[config.mk]
export PLATFORM = sky130hd
export DESIGN_NAME = msm_queue
export DESIGN_NICKNAME = d
export VERILOG_FILES = /design/src/rtl/core/msm_pkg.sv /design/src/rtl/core/msm_queue.sv
export SDC_FILE = /design/constraint.sdc
export NUM_CORES = 1
export LEC_CHECK = 0
export BUFFER_PORTS_ARGS = -buffer_cell sky130_fd_sc_hd__buf_4
export CAP_MARGIN = 20
export CORE_MARGIN = 4
export CORE_UTILIZATION = 53
export DETAILED_ROUTE_END_ITERATION = 16
export MAX_ROUTING_LAYER = met4
export PLACE_DENSITY = 0.85
export RECOVER_POWER = 25
export SLEW_MARGIN = 20
export SYNTH_ARGS = -nofsm -noshare
export SYNTH_HDL_FRONTEND = slang
export SYNTH_SLANG_ARGS = --single-unit
[constraint.sdc]
create_clock -name clock -period 7.41 [get_ports clock]
set_clock_uncertainty 0.2 [all_clocks]
set_input_delay 0.3705 -clock clock [delete_from_list [all_inputs] [get_ports clock]]
set_output_delay 0.3705 -clock clock [all_outputs]
set_load 0.03 [all_outputs]
[src/rtl/core/msm_pkg.sv]
// Shared types, field widths, opcodes and saturation helpers for the mass-spring mesh step.
// No dependencies; every other file of the block but msm_ram imports this package.
package msm_pkg;

   localparam int VEC_W     = 32;
   localparam int INDEX_W   = 12;
   localparam int NB_W      = 10;
   localparam int REST_W    = 31;
   localparam int FIRST_W   = 12;
   localparam int DELTA_W   = 16;
   localparam int COUNT_W   = 11;
   localparam int SLOT_W    = FIRST_W + 1;     // first slot plus up to MAX_NEIGHBORS steps
   localparam int VEC3_W    = 3 * VEC_W;
   localparam int META_W    = 1 + FIRST_W;     // {pinned, first_spring}
   localparam int SPR_W     = 1 + REST_W + NB_W; // {end, rest, neighbor}
   localparam int WIDE_W    = 72;
   localparam int QUEUE_DEPTH = 2;
   localparam int QPTR_W    = 1;
   localparam int QCNT_W    = 2;

   localparam logic [1:0] ACT_LOAD_VTX = 2'd0;
   localparam logic [1:0] ACT_LOAD_SPR = 2'd1;
   localparam logic [1:0] ACT_TICK     = 2'd2;
   localparam logic [1:0] ACT_READ     = 2'd3;

   typedef enum logic [2:0] {
      OP_NOP,
      OP_LOAD_VTX,
      OP_LOAD_SPR,
      OP_TICK,
      OP_READ
   } op_type;

   typedef enum logic [4:0] {
      S_IDLE,
      S_READ,
      S_P1_META,
      S_P1_LOAD,
      S_P1_VEL_MUL,
      S_P1_VEL_ADD,
      S_P1_PRED_MUL,
      S_P1_PRED_ADD,
      S_P1_SPR_RD,
      S_P1_SPR_CHK,
      S_P1_DIFF,
      S_P1_SQ_MUL,
      S_P1_SQ_ADD,
      S_P1_SQRT,
      S_P1_RATIO,
      S_P1_DIV,
      S_P1_FAC,
      S_P1_TERM_MUL,
      S_P1_TERM_ADD,
      S_P1_WB,
      S_P2_RD,
      S_P2_LOAD,
      S_P2_MUL,
      S_P2_ADD,
      S_P2_WB
   } state_type;

   typedef struct packed {
      logic [1:0]                action;
      logic [INDEX_W-1:0]        index;
      logic signed [VEC_W-1:0]   vec_x;
      logic signed [VEC_W-1:0]   vec_y;
      logic signed [VEC_W-1:0]   vec_z;
      logic [NB_W-1:0]           neighbor;
      logic [REST_W-1:0]         rest_length;
      logic [FIRST_W-1:0]        first_spring;
      logic                      pinned;
      logic                      end_of_list;
      logic [DELTA_W-1:0]        delta;
   } req_type;

   typedef struct packed {
      logic signed [VEC_W-1:0]   out_pos_x;
      logic signed [VEC_W-1:0]   out_pos_y;
      logic signed [VEC_W-1:0]   out_pos_z;
      logic signed [VEC_W-1:0]   out_vel_x;
      logic signed [VEC_W-1:0]   out_vel_y;
      logic signed [VEC_W-1:0]   out_vel_z;
      logic                      done_res;
      logic                      degenerate;
      logic                      saturated;
   } rsp_type;

   typedef struct packed {
      op_type  op;
      req_type req;
   } cmd_type;

   function automatic logic signed [VEC_W-1:0] sat32(input logic signed [WIDE_W-1:0] v);
      logic signed [VEC_W-1:0] r;
      if (v > 72'sd2147483647) begin
         r = 32'sh7fffffff;
      end else if (v < -72'sd2147483648) begin
         r = 32'sh80000000;
      end else begin
         r = v[VEC_W-1:0];
      end
      return r;
   endfunction

   function automatic logic ovf32(input logic signed [WIDE_W-1:0] v);
      return (v > 72'sd2147483647) || (v < -72'sd2147483648);
   endfunction

endpackage

[src/rtl/core/msm_queue.sv]
// Two-entry command queue between the front end and the execution engine.
// Depends on msm_pkg.
module msm_queue (
   input  logic             clock,
   input  logic             reset,
   input  logic             push,
   input  msm_pkg::cmd_type push_data,
   input  logic             pop,
   output msm_pkg::cmd_type head,
   output logic             full,
   output logic             empty
);
   import msm_pkg::*;

   cmd_type             mem_ff [QUEUE_DEPTH];
   logic [QPTR_W-1:0]   wptr_ff, wptr_in;
   logic [QPTR_W-1:0]   rptr_ff, rptr_in;
   logic [QCNT_W-1:0]   count_ff, count_in;

   assign full  = count_ff == QCNT_W'(QUEUE_DEPTH);
   assign empty = count_ff == '0;
   assign head  = mem_ff[rptr_ff];

   always_comb begin
      wptr_in  = wptr_ff + QPTR_W'(push);
      rptr_in  = rptr_ff + QPTR_W'(pop);
      count_in = count_ff + QCNT_W'(push) - QCNT_W'(pop);
   end

   always_ff @(posedge clock) begin
      if (reset) begin
         wptr_ff  <= '0;
         rptr_ff  <= '0;
         count_ff <= '0;
      end else begin
         wptr_ff  <= wptr_in;
         rptr_ff  <= rptr_in;
         count_ff <= count_in;
      end
      if (push) begin
         mem_ff[wptr_ff] <= push_data;
      end
   end
endmodule

==> impl_metrics.csv, run 1 <==
group,metric,value,unit
synthesis,synth_fa_ha_area_frac,0.00355,
synthesis,synth.distinct_cells,12,
cells_and_area,seqCellArea,11100,µm²
critical_path,reg2reg_depth,3,
global_route,grt_pass1_vias,8622,
clocking,clkSinkCount,372,
cells_and_area,fillers,1375,
global_route,overflow,0,
synthesis,syn_area_per_cell,23.8,µm²
sta,rsz0062_at_grt,"false",
critical_path,crit_arrival,2580,ps
clocking,h-tree-depth,2,
clocking,cts-resized-gates,0,
placed_design,io_buffers,373,
synthesis,synth-seq-cells,372,
floorplanning,row_count,59,
sta,finalSetupViolations,0,
sta,tightest_slew,976,ps
pwr,ir_drop,0.239,mV
pwr,clockPowerShare,0.346,
synthesis,synth_top_family_by_area,"multiplexers",
critical_path,crit_type,"reg2out",
sta,setup_tns,0,ps
pwr,comb_power_share,0.178,
global_route,grt_pass1_wl,49200,µm
pwr,switchingPower,1290,µW
route,ant_nets,0,
sta,period_needed,3150,ps
clocking,clockBufferDepth,3,
placed_design,dpl_cell_area,17200,µm²
global_route,antenna_found_initial,5,
sta,finalMaxSlewViolations,0,
critical_path,critPathLaunchType,"flip-flop",
synthesis,synth.top_cell.area_share,0.784,
critical_path,cp_max_fo,60,
synthesis,synth-compound-area-share,0,
sta,fin_crit_sh,0.425,
placed_design,hpwl,19700,µm
floorplanning,die_area,29300,µm²
job,drv_cap,0,
route,drc,0,
clocking,post-cts-setup-buffer-count,0,
route,viasPerCell,5.05,
global_route,grt_max_degree,106,
worst_hold_path,hold_class,"in2reg",
cells_and_area,multi_input_comb_area,2770,µm²
clocking,clock-root-buffer,"clkbuf_16",
synthesis,yosys.area.top_type,"edfxtp_1",
sta,fmax,318,MHz
synthesis,synth_xor_area_frac,0.00222,
pwr,power.internal,3970,µW
cells_and_area,nets,1369,
clocking,path_clk_slew,60,ps
route,vias,7812,
floorplanning,core,26100,µm²
clocking,insertion_delay,500,ps
clocking,cts_tree,"done",
placed_design,gp_congestion,0.790,
pwr,power_density,262,nW/µm²
floorplanning,ios,374,
synthesis,synthSimpleGateAreaFrac,0.00195,
synthesis,syn_inst,592,
cells_and_area,fin_area,20100,µm²
synthesis,yosys-top-cells-area,"edfxtp_1, mux2_4, mux2_2",
route,routedWlPerCell,22.0,µm
critical_path,crit_path_end_kind,"primary output",
run_status,status,"finished, final reports clean",
route,first_iter_violations,669,
floorplanning,die_x,171,µm
critical_path,critPathRequiredTime,6840,ps
synthesis,synthesis.area,14100,µm²
pwr,power_leakage,0.00781,µW
global_route,grt_use_total,0.231,
pwr,switching_share,0.246,
synthesis,yosysWarnings,0,
worst_hold_path,min_path_cells,4,
cells_and_area,drive_gt1_frac,0.472,
cells_and_area,stdcell_count,1548,
placed_design,placed_cells,1285,
pwr,p_seq_frac,0.476,
route,wl,34000,µm
route,drt_pre_antenna_iters,4,
sta,hold_ws,237,ps
synthesis,synth_mux_area_frac,0.187,
floorplanning,start_util,0.540,
synthesis,seq_area_frac_synth,0.789,
sta,hold_violations,0,
floorplanning,die_h,171,µm
sta,slew_headroom,0.349,
cells_and_area,area_growth_syn_to_layout,42.5,%
clocking,cts-buffers-inserted,38,
synthesis,synth_nets,784,
-- per-layer routing --
| layer | share of wire | up-vias | global-route usage |
|---|---|---|---|
| met5 | 0 | - | - |
| met4 | 0.027 | 0 | 0.0761 |
| met2 | 0.57 | 348 | 0.430 |
| li1 | - | 3537 | - |
| met3 | 0.061 | 67 | 0.0400 |
| met1 | 0.35 | 3860 | 0.249 |
-- path summary, 6_finish.rpt --
| check | endpoint | slack (ps) | startpoint |
|---|---|---|---|
| setup / recovery | head[173] | 4260 | rptr_ff$_SDFF_PP0_ |
| hold / removal | count_ff[1]$_SDFF_PP0_ | 240 | pop |
| setup reg to reg | mem_ff[0][48]$_DFFE_PP_ | 5050 | wptr_ff$_SDFF_PP0_ |
| hold reg to reg | wptr_ff$_SDFF_PP0_ | 450 | wptr_ff$_SDFF_PP0_ |
-- synth_stat cells --
| cell type | number |
|---|---|
| buf_6 | 18 |
| buf_2 | 3 |
| ha_1 | 4 |
| edfxtp_1 | 368 |
| xnor3_1 | 1 |
| nor2_1 | 4 |
| inv_1 | 3 |
| dfxtp_1 | 4 |
| mux2_4 | 150 |
| nor2b_1 | 2 |
| mux2_2 | 34 |
| xnor2_1 | 1 |
-- power by group through the flow --
stage                     registers (µW)  logic (µW)  clock network (µW)
after floorplan                     2550         549                   0
after global placement              2540         843                   0
after detailed placement            2550         855                   0
after CTS                           2500         942                1840
after global routing                2510         976                1960
final                               2510         936                1820
-- metrics by stage --
stage | power, µW | setup slack [ps] | utilization
global placement | 3380 | 4720 | 0.658
detailed placement | 3400 | 4710 | 0.658
global route | 5450 | 4160 | 0.769
CTS | 5280 | 4260 | 0.775
floorplan | 3100 | 2000 | -
finish | 5260 | 4260 | 0.769
-- cell families after synthesis --
logic type                 Yosys count
DFF                                372
and+or+nand+nor                      6
muxes                              184
xor gates and xnor gates             2
adders and majority gates            4
buffers and inverters               24
-- area by class of cell --
class                           instances  share of cell area
Antenna cell                            6            0.000747
Clock buffer                           57              0.0550
Clock inverter                         13             0.00467
Inverter                                3            0.000560
Multi-Input combinational cell        196               0.138
Sequential cell                       372               0.554
Tap cell                              335              0.0209
Timing Repair Buffer                  566               0.226
-- flip-flops by register name, indices dropped and copies added (netlist names) --
| register | flops |
|---|---|
| rptr_ff | 1 |
| wptr_ff | 1 |
| count_ff | 2 |
| mem_ff | 368 |
-- critical path, stage by stage (launching register included) --
cell and delay (ps):
dfxtp_4 600, buf_4 800, mux2_2 440, buf_4 170
-- timing repair --
item / in CTS / in global routing
hold buffers: 187 / 0
endpoints found under the hold margin: 372 / 0
endpoints found under the setup margin: 0 / 0
-- cells in the final DEF (no fill, tap or decap), drive strengths merged --
master       Yosys  routed
edfxtp         368     368
buf             21     261
dlygate4sd3      0     187
mux2           184     184
clkbuf           0     175
clkinv           0      10
diode            0       6
nor2             4       4
dfxtp            4       4
ha               4       4
inv              3       3
nor2b            2       2
clkinvlp         0       2
xnor2            1       1
xnor3            1       1
bufinv           0       1
Note: power is estimated with default switching activity, not from simulation.
==> run 2, diff against run 1 <==
clock period = 3 ns   (was 7.41 ns; I/O delays follow)
==> impl_metrics.csv, run 2 (synthesis gave the netlist of run 1 again) <==
group,metric,value,unit
worst_hold_path,hold_end,"mem_ff[0][0]$_DFFE_PP_",
sta,slew_headroom,0.554,
cells_and_area,regMostFlops,"mem_ff",
job,drv_cap,0,
cells_and_area,largest_reg_flops,368,
floorplanning,die_x,171,µm
critical_path,r2r-end,"rptr_ff$_SDFF_PP0_",
clocking,h-tree-depth,2,
sta,fmax,408,MHz
global_route,grt_pass1_vias,8530,
cells_and_area,nets,1378,
critical_path,crit_path_cell_trace,"buf_12 -> mux2_2 -> buf_4",
critical_path,critPathLaunchType,"flip-flop",
pwr,ir_drop,0.485,mV
global_route,grtUsageMet2,0.412,
route,routedWlPerCell,21.6,µm
sta,rsz0062_at_grt,"false",
global_route,grt_max_degree,53,
floorplanning,ios,374,
pwr,power_leakage,0.00788,µW
critical_path,reg2reg_depth,4,
floorplanning,die_h,171,µm
worst_hold_path,hold_class,"in2reg",
clocking,cts_tree,"done",
clocking,clock-root-buffer,"clkbuf_16",
global_route,grt_pass1_wl,49000,µm
placed_design,gp_congestion,0.778,
sta,fin_crit_sh,0.817,
route,first_iter_violations,537,
floorplanning,core,26100,µm²
floorplanning,start_util,0.540,
sta,setup_tns,0,ps
cells_and_area,fillers,1340,
cells_and_area,drive_gt1_frac,0.484,
placed_design,post-place-ws,1090,ps
clocking,cts-buffers-inserted,37,
worst_hold_path,min_path_cells,2,
placed_design,io_buffers,373,
sta,hold_violations,0,
worst_hold_path,hold_path_startpoint,"push_data[0]",
sta,hold_ws,178,ps
global_route,use_met3,0.0515,
route,wl,33600,µm
clocking,clockBufferDepth,3,
floorplanning,die_area,29300,µm²
run_status,status,"finished, final reports clean",
clocking,post-cts-setup-buffer-count,0,
cells_and_area,area_growth_syn_to_layout,43.4,%
critical_path,critPathRequiredTime,2650,ps
cells_and_area,mostFrequentLayoutCells,"edfxtp_1, buf_4, dlygate4sd3_1",
cells_and_area,multi_input_comb_area,2770,µm²
cells_and_area,final_common_cell,"edfxtp_1",
sta,tightest_slew,670,ps
sta,finalSetupViolations,0,
global_route,antenna_found_initial,4,
floorplanning,row_count,59,
sta,fin_ws,550,ps
clocking,clkSinkCount,372,
global_route,grt_use_total,0.228,
route,vias,7828,
route,drt_pre_antenna_iters,5,
clocking,path_clk_slew,60,ps
clocking,insertion_delay,510,ps
global_route,grt_most_used_layer,"met2",
critical_path,r2r_slack,950,ps
critical_path,r2r-start,"rptr_ff$_SDFF_PP0_",
cells_and_area,seqCellArea,11100,µm²
clocking,cts-resized-gates,0,
clocking,hold_buffers,188,
route,viasPerCell,5.04,
sta,period_needed,2450,ps
route,ant_nets,0,
critical_path,crit_arrival,2100,ps
critical_path,cpPeakStageDelay,590,ps
critical_path,slowest_stage,"dfxtp_4",
global_route,met1_usage,0.253,
global_route,overflow,0,
route,drc,0,
critical_path,cp_max_fo,44,
placed_design,hpwl,20000,µm
pwr,power_density,632,nW/µm²
critical_path,crit_type,"reg2out",
sta,finalMaxSlewViolations,0,
critical_path,crit_path_end_kind,"primary output",
cells_and_area,reg.largest.list,"mem_ff (368), count_ff (2)",
==> run 2: critical path: cells and delay by family (launching register included) <==
kind	cells	cell delay (ps)
muxes	1	400
DFF	1	590
buffers and inverters	2	520
==> run 2: power breakdown <==
part           switching (µW)  total [µW]  internal [µW]
Sequential                106        6180           6070
Clock                    1860        4260           2410
Combinational            1240        2340           1110
Total                    3200       12800           9590
==> run 2: layout make-up <==
cell class	instances	share of cell area
tap	335	0.0207
timing repair buffer	576	0.236
inverter	3	0.000557
antenna	4	0.000495
multi-input combinational	196	0.137
clock inverter	17	0.00415
sequential	372	0.551
clock buffer	50	0.0508
==> run 2: worst max-delay path by stage <==
| stage | from | depth (start not counted) | slack [ps] | endpoint |
|---|---|---|---|---|
| after global routing | rptr_ff$_SDFF_PP0_ | 3 | 470 | head[177] |
| after CTS | rptr_ff$_SDFF_PP0_ | 3 | 540 | head[181] |
| final | rptr_ff$_SDFF_PP0_ | 3 | 550 | head[177] |
| after floorplan | wptr_ff$_SDFF_PP0_ | 2 | 620 | mem_ff[0][0]$_DFFE_PP_ |
| after detailed placement | wptr_ff$_SDFF_PP0_ | 3 | 1090 | mem_ff[0][76]$_DFFE_PP_ |
| after global placement | rptr_ff$_SDFF_PP0_ | 3 | 1110 | head[177] |
==> run 2: layer usage <==
layer | part of all wire | wire [µm]
met4 | 0.028 | 925
met5 | 0 | 0
met2 | 0.55 | 18400
met3 | 0.063 | 2120
met1 | 0.36 | 12200
==> run 2: stage by stage <==
step	utilization	area (µm²)	std cells	total power, µW
final	0.774	20200	1553	12800
after global routing	0.774	20200	1553	13200
after CTS	0.779	20400	1549	12800
after detailed placement	0.664	17400	1294	8420
after global placement	0.664	17400	1294	8370
after floorplan	-	14100	592	7610
